[src/riffcp_pkg.sv]
// riffcp_pkg: shared types, constants and command codes for the RIFF chunk parser.
// Used by riffcp_ctrl, riffcp_dp and riff_chunk_parser_top; depends on nothing.
package riffcp_pkg;

  localparam int MAX_DEPTH = 16;
  localparam int IDX_W     = $clog2(MAX_DEPTH);
  localparam int CNT_W     = $clog2(MAX_DEPTH + 1);

  localparam logic [31:0] TAG_RIFF = 32'h4646_4952;
  localparam logic [31:0] TAG_LIST = 32'h5453_494C;
  localparam logic [31:0] MAX_SIZE = 32'hFFFF_FFF6;

  // parse phase
  localparam logic [2:0] PH_ID      = 3'd0;
  localparam logic [2:0] PH_SIZE    = 3'd1;
  localparam logic [2:0] PH_FORM    = 3'd2;
  localparam logic [2:0] PH_PAYLOAD = 3'd3;
  localparam logic [2:0] PH_PAD     = 3'd4;
  localparam logic [2:0] PH_ERR     = 3'd5;

  // byte roles
  localparam logic [2:0] ROLE_ID      = 3'd0;
  localparam logic [2:0] ROLE_SIZE    = 3'd1;
  localparam logic [2:0] ROLE_FORM    = 3'd2;
  localparam logic [2:0] ROLE_PAYLOAD = 3'd3;
  localparam logic [2:0] ROLE_PAD     = 3'd4;
  localparam logic [2:0] ROLE_IGNORED = 3'd5;

  // chunk kinds
  localparam logic [1:0] KIND_PLAIN = 2'd0;
  localparam logic [1:0] KIND_RIFF  = 2'd1;
  localparam logic [1:0] KIND_LIST  = 2'd2;

  // error codes
  localparam logic [2:0] ERR_NONE      = 3'd0;
  localparam logic [2:0] ERR_RIFF_NEST = 3'd1;
  localparam logic [2:0] ERR_LIST_ROOT = 3'd2;
  localparam logic [2:0] ERR_PLAIN_ROOT = 3'd3;
  localparam logic [2:0] ERR_SMALL     = 3'd4;
  localparam logic [2:0] ERR_FIT       = 3'd5;
  localparam logic [2:0] ERR_PAD       = 3'd6;
  localparam logic [2:0] ERR_DEEP      = 3'd7;

  // datapath operations; also used as the "what comes next" status
  localparam logic [2:0] OP_NONE   = 3'd0;
  localparam logic [2:0] OP_ACCEPT = 3'd1;
  localparam logic [2:0] OP_DECODE = 3'd2;
  localparam logic [2:0] OP_FIN    = 3'd3;
  localparam logic [2:0] OP_CLOSE  = 3'd4;
  localparam logic [2:0] OP_POP    = 3'd5;

  typedef struct packed {
    logic [7:0] in_byte;
    logic       start_of_file;
  } req_t;

  typedef struct packed {
    logic [2:0]  byte_role;
    logic [4:0]  depth;
    logic [1:0]  chunk_kind;
    logic [31:0] chunk_tag;
    logic [31:0] chunk_length;
    logic        header_done;
    logic [4:0]  levels_closed;
    logic        file_done;
    logic [2:0]  error_code;
  } rsp_t;

  typedef struct packed {
    logic [2:0] op;
    logic       emit;
  } cmd_t;

  typedef struct packed {
    logic [2:0] follow;
    logic       out_free;
  } status_t;

endpackage

[src/riffcp_ctrl.sv]
// riffcp_ctrl: RIFF parser sequencer; issues one datapath op per cycle while working.
// Depends on riffcp_pkg.
module riffcp_ctrl (
  input  logic               clk,
  input  logic               rst,
  input  logic               req_valid,
  output logic               req_stall,
  input  riffcp_pkg::status_t status,
  output riffcp_pkg::cmd_t    cmd
);

  localparam logic [1:0] S_IDLE = 2'd0;
  localparam logic [1:0] S_WORK = 2'd1;
  localparam logic [1:0] S_EMIT = 2'd2;

  logic [1:0] state, state_next;
  logic [2:0] op, op_next;

  assign req_stall = (state != S_IDLE);

  always_comb begin
    state_next = state;
    op_next    = op;
    cmd.op     = riffcp_pkg::OP_NONE;
    cmd.emit   = 1'b0;
    case (state)
      S_IDLE: begin
        if (req_valid) begin
          cmd.op     = riffcp_pkg::OP_ACCEPT;
          op_next    = riffcp_pkg::OP_DECODE;
          state_next = S_WORK;
        end
      end
      S_WORK: begin
        cmd.op = op;
        if (status.follow == riffcp_pkg::OP_NONE) begin
          if (status.out_free) begin
            cmd.emit   = 1'b1;
            state_next = S_IDLE;
          end else begin
            state_next = S_EMIT;
          end
        end else begin
          op_next = status.follow;
        end
      end
      S_EMIT: begin
        if (status.out_free) begin
          cmd.emit   = 1'b1;
          state_next = S_IDLE;
        end
      end
      default: state_next = S_IDLE;
    endcase
  end

  always_ff @(posedge clk) begin
    if (rst) begin
      state <= S_IDLE;
      op    <= riffcp_pkg::OP_NONE;
    end else begin
      state <= state_next;
      op    <= op_next;
    end
  end

endmodule

[src/riffcp_dp.sv]
// riffcp_dp: header shift registers, level stack, per-byte result and output register.
// Depends on riffcp_pkg; driven by riffcp_ctrl.
module riffcp_dp (
  input  logic                clk,
  input  logic                rst,
  input  riffcp_pkg::req_t    req,
  input  riffcp_pkg::cmd_t    cmd,
  output riffcp_pkg::status_t status,
  output logic                rsp_valid,
  input  logic                rsp_stall,
  output riffcp_pkg::rsp_t    rsp
);

  localparam int IW = riffcp_pkg::IDX_W;
  localparam int CW = riffcp_pkg::CNT_W;

  logic [2:0]    phase, phase_next;
  logic [3:0]    hc, hc_next;
  logic [31:0]   tag, tag_next;
  logic [31:0]   len, len_next;
  logic [1:0]    kind, kind_next;
  logic [CW-1:0] lcount, lcount_next;
  logic [2:0]    err, err_next;
  logic [7:0]    b, b_next;
  logic [31:0]   tt, tt_next;
  logic          hs12, hs12_next;
  logic [2:0]    role, role_next;
  logic          hdr, hdr_next;
  logic [4:0]    closed, closed_next;
  logic          fdone, fdone_next;

  logic [31:0] ltot  [riffcp_pkg::MAX_DEPTH];
  logic [31:0] lleft [riffcp_pkg::MAX_DEPTH];

  logic          wr_tot_en, wr_left_en;
  logic [IW-1:0] wr_idx;
  logic [31:0]   wr_tot, wr_left;

  logic [IW-1:0] top;
  logic [31:0]   cur_left, cur_tot, nl, hsize, tot8;
  logic [32:0]   need;
  logic          empty, cnt_zero;
  logic [2:0]    follow;
  riffcp_pkg::rsp_t res_next;

  assign top      = lcount[IW-1:0] - IW'(1);
  assign cur_left = lleft[top];
  assign cur_tot  = ltot[top];
  assign cnt_zero = (lcount == '0);
  assign hsize    = hs12 ? 32'd12 : 32'd8;
  assign tot8     = len + 32'd8;
  assign need     = {1'b0, len} + 33'd8 + {32'd0, len[0]};
  assign empty    = (kind != riffcp_pkg::KIND_PLAIN) ? (len == 32'd4) : (len == 32'd0);

  always_comb begin
    phase_next  = phase;   hc_next     = hc;     tag_next    = tag;
    len_next    = len;     kind_next   = kind;   lcount_next = lcount;
    err_next    = err;     b_next      = b;      tt_next     = tt;
    hs12_next   = hs12;    role_next   = role;   hdr_next    = hdr;
    closed_next = closed;  fdone_next  = fdone;
    wr_tot_en   = 1'b0;    wr_left_en  = 1'b0;   wr_idx      = top;
    wr_tot      = cur_tot; wr_left     = cur_left;
    nl          = cur_left;
    follow      = riffcp_pkg::OP_NONE;
    case (cmd.op)
      riffcp_pkg::OP_ACCEPT: begin
        b_next      = req.in_byte;
        role_next   = riffcp_pkg::ROLE_IGNORED;
        hdr_next    = 1'b0;
        closed_next = '0;
        fdone_next  = 1'b0;
        if (req.start_of_file) begin
          phase_next  = riffcp_pkg::PH_ID;
          hc_next     = '0;
          tag_next    = '0;
          len_next    = '0;
          kind_next   = riffcp_pkg::KIND_PLAIN;
          lcount_next = '0;
          err_next    = riffcp_pkg::ERR_NONE;
        end
      end
      riffcp_pkg::OP_DECODE: begin
        hc_next = hc + 4'd1;
        case (phase)
          riffcp_pkg::PH_ID: begin
            role_next = riffcp_pkg::ROLE_ID;
            tag_next  = {b, tag[31:8]};
            if (hc_next >= 4'd4) phase_next = riffcp_pkg::PH_SIZE;
          end
          riffcp_pkg::PH_SIZE: begin
            role_next = riffcp_pkg::ROLE_SIZE;
            len_next  = {b, len[31:8]};
            if (hc_next >= 4'd8) begin
              kind_next = (tag == riffcp_pkg::TAG_RIFF) ? riffcp_pkg::KIND_RIFF :
                          (tag == riffcp_pkg::TAG_LIST) ? riffcp_pkg::KIND_LIST :
                                                          riffcp_pkg::KIND_PLAIN;
              if (kind_next == riffcp_pkg::KIND_RIFF && !cnt_zero) begin
                err_next = riffcp_pkg::ERR_RIFF_NEST; phase_next = riffcp_pkg::PH_ERR;
              end else if (kind_next == riffcp_pkg::KIND_LIST && cnt_zero) begin
                err_next = riffcp_pkg::ERR_LIST_ROOT; phase_next = riffcp_pkg::PH_ERR;
              end else if (kind_next == riffcp_pkg::KIND_PLAIN && cnt_zero) begin
                err_next = riffcp_pkg::ERR_PLAIN_ROOT; phase_next = riffcp_pkg::PH_ERR;
              end else if (kind_next != riffcp_pkg::KIND_PLAIN && len_next < 32'd4) begin
                err_next = riffcp_pkg::ERR_SMALL; phase_next = riffcp_pkg::PH_ERR;
              end else if (kind_next != riffcp_pkg::KIND_PLAIN) begin
                phase_next = riffcp_pkg::PH_FORM;
              end else begin
                hs12_next = 1'b0;
                follow    = riffcp_pkg::OP_FIN;
              end
            end
          end
          riffcp_pkg::PH_FORM: begin
            role_next = riffcp_pkg::ROLE_FORM;
            tag_next  = {b, tag[31:8]};
            if (hc_next >= 4'd12) begin
              hs12_next = 1'b1;
              follow    = riffcp_pkg::OP_FIN;
            end
          end
          riffcp_pkg::PH_PAYLOAD: begin
            role_next = riffcp_pkg::ROLE_PAYLOAD;
            hc_next   = hc;
            if (cnt_zero) begin
              phase_next = riffcp_pkg::PH_ID;
              hc_next    = '0;
            end else begin
              nl         = cur_left - 32'd1;
              wr_left_en = 1'b1;
              wr_left    = nl;
              if (nl == 32'd0) follow = riffcp_pkg::OP_CLOSE;
            end
          end
          riffcp_pkg::PH_PAD: begin
            role_next = riffcp_pkg::ROLE_PAD;
            hc_next   = hc;
            if (b != 8'd0) begin
              err_next = riffcp_pkg::ERR_PAD; phase_next = riffcp_pkg::PH_ERR;
            end else if (cnt_zero) begin
              phase_next = riffcp_pkg::PH_ID;
              hc_next    = '0;
            end else begin
              wr_tot_en = 1'b1;
              wr_tot    = cur_tot + 32'd1;
              follow    = riffcp_pkg::OP_CLOSE;
            end
          end
          default: begin
            role_next = riffcp_pkg::ROLE_IGNORED;
            hc_next   = hc;
          end
        endcase
      end
      riffcp_pkg::OP_FIN: begin
        hdr_next = 1'b1;
        hc_next  = '0;
        if (!empty) begin
          if (len > riffcp_pkg::MAX_SIZE) begin
            err_next = riffcp_pkg::ERR_FIT; phase_next = riffcp_pkg::PH_ERR;
          end else if (!cnt_zero && {1'b0, cur_left} < need) begin
            err_next = riffcp_pkg::ERR_FIT; phase_next = riffcp_pkg::PH_ERR;
          end else if (lcount >= CW'(riffcp_pkg::MAX_DEPTH)) begin
            err_next = riffcp_pkg::ERR_DEEP; phase_next = riffcp_pkg::PH_ERR;
          end else begin
            wr_idx      = lcount[IW-1:0];
            wr_tot_en   = 1'b1;
            wr_tot      = tot8;
            wr_left_en  = 1'b1;
            wr_left     = tot8 - hsize;
            lcount_next = lcount + CW'(1);
            phase_next  = (kind == riffcp_pkg::KIND_PLAIN) ? riffcp_pkg::PH_PAYLOAD
                                                           : riffcp_pkg::PH_ID;
          end
        end else if (!cnt_zero) begin
          if (cur_left < hsize) begin
            err_next = riffcp_pkg::ERR_FIT; phase_next = riffcp_pkg::PH_ERR;
          end else begin
            nl         = cur_left - hsize;
            wr_left_en = 1'b1;
            wr_left    = nl;
            phase_next = riffcp_pkg::PH_ID;
            if (nl == 32'd0) follow = riffcp_pkg::OP_CLOSE;
          end
        end else begin
          fdone_next = 1'b1;
          phase_next = riffcp_pkg::PH_ID;
        end
      end
      riffcp_pkg::OP_CLOSE: begin
        if (cnt_zero || cur_left != 32'd0) begin
          phase_next = riffcp_pkg::PH_ID;
          hc_next    = '0;
        end else if (cur_tot[0]) begin
          phase_next = riffcp_pkg::PH_PAD;
        end else begin
          // pop this level; the parent is charged for it in the next cycle
          tt_next     = cur_tot;
          lcount_next = lcount - CW'(1);
          closed_next = closed + 5'd1;
          if (lcount == CW'(1)) begin
            fdone_next = 1'b1;
            phase_next = riffcp_pkg::PH_ID;
            hc_next    = '0;
          end else begin
            follow = riffcp_pkg::OP_POP;
          end
        end
      end
      riffcp_pkg::OP_POP: begin
        wr_left_en = 1'b1;
        wr_left    = cur_left - tt;
        follow     = riffcp_pkg::OP_CLOSE;
      end
      default: ;
    endcase
  end

  always_comb begin
    res_next.byte_role     = role_next;
    res_next.depth         = 5'(lcount_next);
    res_next.chunk_kind    = kind_next;
    res_next.chunk_tag     = tag_next;
    res_next.chunk_length  = len_next;
    res_next.header_done   = hdr_next;
    res_next.levels_closed = closed_next;
    res_next.file_done     = fdone_next;
    res_next.error_code    = err_next;
  end

  assign status.follow   = follow;
  assign status.out_free = !rsp_valid || !rsp_stall;

  always_ff @(posedge clk) begin
    if (rst) begin
      phase  <= riffcp_pkg::PH_ID;
      hc     <= '0;
      tag    <= '0;
      len    <= '0;
      kind   <= riffcp_pkg::KIND_PLAIN;
      lcount <= '0;
      err    <= riffcp_pkg::ERR_NONE;
      rsp_valid <= 1'b0;
    end else begin
      phase  <= phase_next;
      hc     <= hc_next;
      tag    <= tag_next;
      len    <= len_next;
      kind   <= kind_next;
      lcount <= lcount_next;
      err    <= err_next;
      if (cmd.emit) rsp_valid <= 1'b1;
      else if (!rsp_stall) rsp_valid <= 1'b0;
    end
  end

  always_ff @(posedge clk) begin
    b      <= b_next;
    tt     <= tt_next;
    hs12   <= hs12_next;
    role   <= role_next;
    hdr    <= hdr_next;
    closed <= closed_next;
    fdone  <= fdone_next;
    if (cmd.emit) rsp <= res_next;
    if (wr_tot_en) ltot[wr_idx] <= wr_tot;
    if (wr_left_en) lleft[wr_idx] <= wr_left;
  end

endmodule

[src/riff_chunk_parser_top.sv]
// riff_chunk_parser_top: RIFF chunk parser, sequencer plus datapath.
// Depends on riffcp_pkg, riffcp_ctrl and riffcp_dp.
//
// Usage: the request channel (req_valid, req_stall, req) carries one byte of a
// little-endian RIFF stream per request, with start_of_file set on the first
// byte of a file. Every request yields exactly one result on the response
// channel (rsp_valid, rsp_stall, rsp) giving the byte's role, nesting depth,
// latest header fields, closed level count and sticky error code.
// Timing: a request is taken and then worked on in the next cycle; a plain
// id, size, form or payload byte needs only its decode step. The last header
// byte adds a finish step. Each level closed at the end of a chunk uses the
// single stack port for a check and pop, then a charge of the parent, and a
// final check ends the walk; popping the root needs no charge and ends the
// walk at once. Reaching an odd chunk's pad byte costs a check step.
// The result is registered and valid the cycle after the output register takes it.
// Only one byte is in flight; the next request is taken while the previous
// result still waits in the output register.
// Reset clears the parse state and the stack depth; no clearing pass.
// While rsp_stall is high a finished result waits; the next request is still
// worked, then req_stall stays high until the output register frees.
module riff_chunk_parser_top (
  input  logic              clk,
  input  logic              rst,
  input  logic              req_valid,
  output logic              req_stall,
  input  riffcp_pkg::req_t  req,
  output logic              rsp_valid,
  input  logic              rsp_stall,
  output riffcp_pkg::rsp_t  rsp
);

  riffcp_pkg::cmd_t    cmd;
  riffcp_pkg::status_t status;

  riffcp_ctrl u_ctrl (
    .clk       (clk),
    .rst       (rst),
    .req_valid (req_valid),
    .req_stall (req_stall),
    .status    (status),
    .cmd       (cmd)
  );

  riffcp_dp u_dp (
    .clk       (clk),
    .rst       (rst),
    .req       (req),
    .cmd       (cmd),
    .status    (status),
    .rsp_valid (rsp_valid),
    .rsp_stall (rsp_stall),
    .rsp       (rsp)
  );

endmodule
[config.mk]
export PLATFORM = sky130hd
export DESIGN_NAME = riff_chunk_parser_top
export DESIGN_NICKNAME = d
export VERILOG_FILES = /design/src/riffcp_pkg.sv /design/src/riffcp_ctrl.sv /design/src/riffcp_dp.sv /design/src/riff_chunk_parser_top.sv
export SDC_FILE = /design/constraint.sdc
export NUM_CORES = 2
export LEC_CHECK = 0
export BUFFER_PORTS_ARGS = -buffer_cell sky130_fd_sc_hd__buf_2
export CAP_MARGIN = 15
export CORE_ASPECT_RATIO = 1.75
export CORE_MARGIN = 5
export CORE_UTILIZATION = 55
export DETAILED_ROUTE_END_ITERATION = 16
export PLACE_DENSITY = 0.71
export SETUP_SLACK_MARGIN = 0.05
export SYNTH_ARGS = -nofsm -noshare
export SYNTH_HDL_FRONTEND = slang
export SYNTH_HIERARCHICAL = 1
export SYNTH_SLANG_ARGS = --single-unit
[constraint.sdc]
create_clock -name clk -period 16.95 [get_ports clk]
set_input_delay 3.39 -clock clk [delete_from_list [all_inputs] [get_ports clk]]
set_output_delay 3.39 -clock clk [all_outputs]
set_load 0.005 [all_outputs]
### Word level (Yosys, flattened, before mapping)

Memories as Yosys holds them, arrays and structs flattened.
Cells that the tools add are included.

| cells by class | value |
|---|---|
| bitwise operators | 2 |
| mux-type cells | 161 |
| add/sub/neg operators | 13 |
| reduce and logical (&&, ||, !) cells | 35 |
| $lt $le $gt $ge | 8 |
| eq/ne operators | 39 |

Operators by type and width:

| cell | number |
|---|---|
| 32-bit two-way mux | 19 |
| 32-bit case mux with 2 select lines | 3 |
| 3-bit two-way mux | 51 |
| 32-bit logical NOT | 3 |
| 32-bit case mux with 3 select lines | 1 |
| 32-bit subtractor | 3 |
| 32-bit by 31-bit == test with 1-bit output (second input constant) | 2 |
| 3-bit case mux with 4 select lines | 4 |
| 5-bit two-way mux | 9 |
| 4-bit two-way mux | 11 |
| 32-bit by 4-bit adder with 33-bit output (second input constant) | 1 |
| 33-bit by 1-bit adder with 33-bit output | 1 |
| 32-bit by 33-bit < comparator with 1-bit output | 1 |
| 1-bit two-way mux | 33 |
| 32-bit by 1-bit adder with 32-bit output (second input constant) | 1 |
| 32-bit by 4-bit adder with 32-bit output (second input constant) | 1 |
| 32-bit by 3-bit == test with 1-bit output (second input constant) | 1 |
| 32-bit > comparator (second input constant) | 1 |
| 32-bit by 3-bit < comparator with 1-bit output (second input constant) | 1 |
| 32-bit < comparator | 1 |
| 32-bit nonzero test | 1 |
| 32-bit by 1-bit subtractor with 32-bit output (second input constant) | 1 |
| 2-bit two-way mux | 12 |
| 3-bit case mux with 2 select lines | 4 |
| other kinds (48) | 92 |

| storage, ports and cells | value |
|---|---|
| word-level logic and storage cells | 286 |
| bits in writable memories | 1,024 |
| register bits | 221 |
| memories kept | 2 |

Memory list:

| name | words | bits a word | rd ports | clocked after memory_dff | write ports | line | source |
|---|---|---|---|---|---|---|---|
| u_dp.lleft | 16 | 32 | 1 | 0 | 1 | riffcp_dp.sv:33 | `logic [31:0] lleft [riffcp_pkg::MAX_DEPTH];` |
| u_dp.ltot | 16 | 32 | 1 | 0 | 1 | riffcp_dp.sv:32 | `logic [31:0] ltot [riffcp_pkg::MAX_DEPTH];` |

### Logic depth before layout (Yosys ltp)

| logic depth | value |
|---|---|
| depth in word-level cells | 16 |
| mapped depth | 41 |
| gate-level depth less buffers | 21 |

### Modules after synthesis

Netlist, hierarchy kept.

By module, submodules not included:

| module | cells an instance | times used | area each (µm²) |
|---|---|---|---|
| riffcp_dp | 3,643 | 1 | 56,092.5 |
| riffcp_ctrl | 40 | 1 | 366.6 |

### Least setup slack after synthesis

OpenSTA, ideal clock, no wires.

| timing | value |
|---|---|
| path type | register to register |
| start | register u_dp.lcount[0] |
| end | register, netlist name u_dp/rsp[0] |
| library setup time | 0.439 ns |
| data arrival time | 9.548 ns |
| cell stages (with the launch flop) | 37 |
| path buffers | 19 |
| setup slack | 6.963 ns |
| period minus slack after synthesis | 9.987 ns |
| required time | 16.511 ns |
| cell sequence | dfxtp_1 > buf_6 > buf_12 > buf_12 > buf_6 > buf_6 > buf_6 > buf_4 > buf_2 > buf_2 > buf_2 > buf_2 > inv_1 > ha_1 > buf_2 > buf_4 > buf_2 > buf_2 > buf_2 > buf_2 > clkbuf_1 > mux4_2 > mux2i_1 > o211ai_1 > inv_1 > ha_1 > nand4_1 > or2_2 > clkbuf_1 > a2111oi_0 > xor2_1 > nor4_1 > and4_1 > a31oi_1 > o21ai_1 > nor4b_4 > o211a_1 |

RTL lines:

| element | line | source |
|---|---|---|
| start: declaration | riffcp_dp.sv:22 | `logic [CW-1:0] lcount, lcount_next;` |
| start signal: assignment | riffcp_dp.sv:249 | `lcount <= lcount_next;` |

### Worst setup path in the final report

| timing | value |
|---|---|
| start | register u_dp.lcount[1] |
| end | memory u_dp.ltot[13][23], enable pin |

| between the ends | value |
|---|---|
| longest elaborated chain between the ends | 10 |

RTL lines:

| element | line | source |
|---|---|---|
| 4-bit by 1-bit subtractor with 4-bit output | riffcp_dp.sv:46 | `assign top = lcount[IW-1:0] - IW'(1);` |
| memory read 16 x 32 bit | - |  |
| 32-bit by 33-bit < comparator with 1-bit output | riffcp_dp.sv:160 | `end else if (!cnt_zero && {1'b0, cur_left} < need) begin` |
| 1-bit logical AND | riffcp_dp.sv:160 |  |
| 1-bit two-way mux | riffcp_dp.sv:160 |  |
| 1-bit two-way mux | riffcp_dp.sv:158 | `if (len > riffcp_pkg::MAX_SIZE) begin` |
| 1-bit two-way mux | riffcp_dp.sv:157 | `if (!empty) begin` |
| 1-bit case mux with 2 select lines | riffcp_dp.sv:65 | `case (cmd.op)` |
| 1-bit two-way mux | riffcp_dp.sv:265 | `if (wr_tot_en) ltot[wr_idx] <= wr_tot;` |
| 1-bit two-way mux (implied by the code) | riffcp_dp.sv:265 |  |
| end: declaration | riffcp_dp.sv:32 |  |

Parallel ways exist; a longest one is shown, timed or not.

==> metrics.cfg <==
[yosys]
ys_warn_count=6
synth_area_mm2=0.0565
ys_types=97
syn-num-nets=3782
netlist_top_cells_area=edfxtp_1, mux4_2, dfxtp_1
synth-edff-count=1148
ys_seq_elements=1245
avgSynthCellArea_um2=15.3
synth_top_area_cell=edfxtp_1
ys.flop_type=edfxtp_1
synthCells=3683
async_reset_ff_frac=0
synth_top_area_share=0.611
synth_seq_area_share=0.645

[timing]
max_slew_margin=0.134
worst_hold_slack_ps=458
setup_viol=0
rsz0062_at_grt=no
hold_violations=0
tightest_slew_ps=1290
setup-tns-final_ps=0
slew_violations=0
finalCriticalPeriod_ps=9120
period_share=0.538
fmax_mhz=110
fin_ws_ps=7830
clock_skew_ps=61.5

[final_layout]
final_common_cell=edfxtp_1
layout_common_cells=edfxtp_1, mux4_2, nand2_1, a21oi_1, nor2_1
num-nets-final=3870
final_layout_size_suffix_gt1_frac=0.196
area_delta_synth_final_pct=10.2
fin_util=0.610
fin_cells=5201

[power_and_ir_drop]
p_per_area_mw_per_mm2=96.6
p_leak_nw=19.7
peakVddDrop_uv=106

[routing]
ant_nets=0
routedWlPerCell_um=31.3
via_per_inst=6.67
routed_wl_um=163000
drtIter0Drc=3768
num_vias=34700
drc=0
firstDrtPassIters=6

[clock_network]
h-tree-depth=3
cts-buffers-inserted=106
cts.path.max_buffers=3
clock_sinks=1245
clk_pin_slew_ps=70
cts_tree=built
hold_buffers=0
ctsResizeCount=0
cts-root-buf=clkbuf_16
insertion_delay_ps=760
postCtsSetupBuffers=0

[global_route]
grt_overflow=0
grt_max_degree=101
grt_pass1_vias=34700
track_usage=0.296
antenna_found_initial=7
grt_pass1_wl_um=236000

[critical_path]
critPathLaunchType=flop
path_cells=inv_1, ha_4, buf_4, buf_4, mux4_2, mux2i_1, nand2_1, nand2_2, clkinv_1, ha_1, a21o_1, a21o_1, a2111oi_0, o21ai_0, a211oi_1, o31a_1, nor3_1, clkbuf_2, nor2_1, mux2i_2, buf_6, nor2_4
path_class=reg -> reg
cpPeakStageDelay_ps=910
r2r-start=u_dp/lcount[1]$_SDFF_PP0_
cp-end-kind=flop
worst_r2r_path_depth=22
critPathMaxFanout=54
reg2reg_slack_ps=7830
critical_path_required_ps=17290
crit_arrival_ps=9460
r2r-end=u_dp/ltot[13][23]$_DFFE_PP_
cp_slowest_cell=nor2_4

[placed_design]
io_buffer_count=98
post-place-cells=4989
dp_worst_setup_slack_ps=8050
gp_congestion=1.03
hpwl_um=107000

[min_path]
hold_start=u_dp/hdr$_DFF_P_
hold_path_end=u_dp/hdr$_DFF_P_
hold_path_class=reg -> reg
holdPathStages=2

[die]
initial_core_util=0.553
std_cell_rows=155
fp.dieW_um=252
ios=99
core_mm2=0.102
die_area_mm2=0.109
dieHeight_um=434

[job]
drv_cap=0

[outcome]
outcome=finished clean

[layout make-up]
type,instances,area (um2)
Antenna cell,6,15.0
Inverter,84,315
Clock inverter,77,736
Fill cell,7617,39800
Tap cell,1334,1670
Timing Repair Buffer,198,1340
Clock buffer,121,2710
Sequential cell,1245,36400
Multi-Input combinational cell,2136,19000
[where the power goes]
| group | total [mW] | leakage [nW] | switching (mW) | internal [mW] |
|---|---|---|---|---|
| combinational | 0.213 | 6.89 | 0.156 | 0.0573 |
| clock | 2.42 | 1.67 | 1.11 | 1.31 |
| sequential | 3.37 | 11.1 | 0.00782 | 3.37 |
[worst max path at each step]
stage / from / to / slack, ps / cells after the start
CTS: u_dp/lcount[1]$_SDFF_PP0_ / u_dp/ltot[9][31]$_DFFE_PP_ / 7970 / 20
finish: u_dp/lcount[1]$_SDFF_PP0_ / u_dp/ltot[13][23]$_DFFE_PP_ / 7830 / 22
floorplan: u_dp/lcount[0]$_SDFF_PP0_ / u_dp/rsp[0]$_DFFE_PP_ / 6960 / 36
global route: u_dp/lcount[1]$_SDFF_PP0_ / u_dp/ltot[9][2]$_DFFE_PP_ / 7460 / 22
global placement: u_dp/lcount[1]$_SDFF_PP0_ / u_dp/ltot[9][12]$_DFFE_PP_ / 8250 / 20
detailed placement: u_dp/lcount[1]$_SDFF_PP0_ / u_dp/ltot[9][15]$_DFFE_PP_ / 8050 / 20
[worst max-delay path, delay by kind of cell (launching register included)]
family          cells  cell delay (ps)
buf+inv             6             2360
compound gates      6             1890
simple gates        5             1730
fa+ha+maj           2             1140
mux                 3              870
flops               1              560
[metal layers]
layer | global-route usage | wire, um
met5 | 0 | 42
met4 | 0.197 | 13000
met3 | 0.0578 | 12200
met2 | 0.496 | 81800
met1 | 0.347 | 55900
[state kept, by name (all words and copies together) (netlist names), 4 cells and up]
register and flops:
u_dp/b 8, u_dp/closed 5, u_dp/hc 4, u_dp/lcount 5, u_dp/len 32, u_dp/lleft 512
u_dp/ltot 512, u_dp/rsp 84, u_dp/tag 32, u_dp/tt 31
[cell usage after synthesis, types with 73 or more instances]
| cell | number |
|---|---|
| a22o_1 | 83 |
| o21ai_0 | 125 |
| nor2b_1 | 86 |
| xnor2_1 | 103 |
| dfxtp_1 | 97 |
| nand2_1 | 231 |
| nor2_1 | 174 |
| a21oi_1 | 145 |
| ha_1 | 85 |
| edfxtp_1 | 1148 |
| mux4_2 | 284 |
| mux2i_1 | 73 |
| nand3_1 | 82 |
| clkbuf_1 | 121 |
| inv_1 | 79 |
[kinds of logic after synthesis]
family,share of synthesized area
compound gates,0.0734
fa+ha+maj,0.0192
mux,0.130
xor+xnor,0.0277
buf+inv,0.0242
simple gates,0.0802
flops,0.645
[metrics by stage]
stage / power [mW] / area, um2
final: 6.01 / 62200
after CTS: 6.05 / 62100
after global routing: 6.19 / 62200
after global placement: 3.64 / 58600
after detailed placement: 3.65 / 58600
after floorplan: 3.56 / 56500
(Power assumes the default switching activity.)
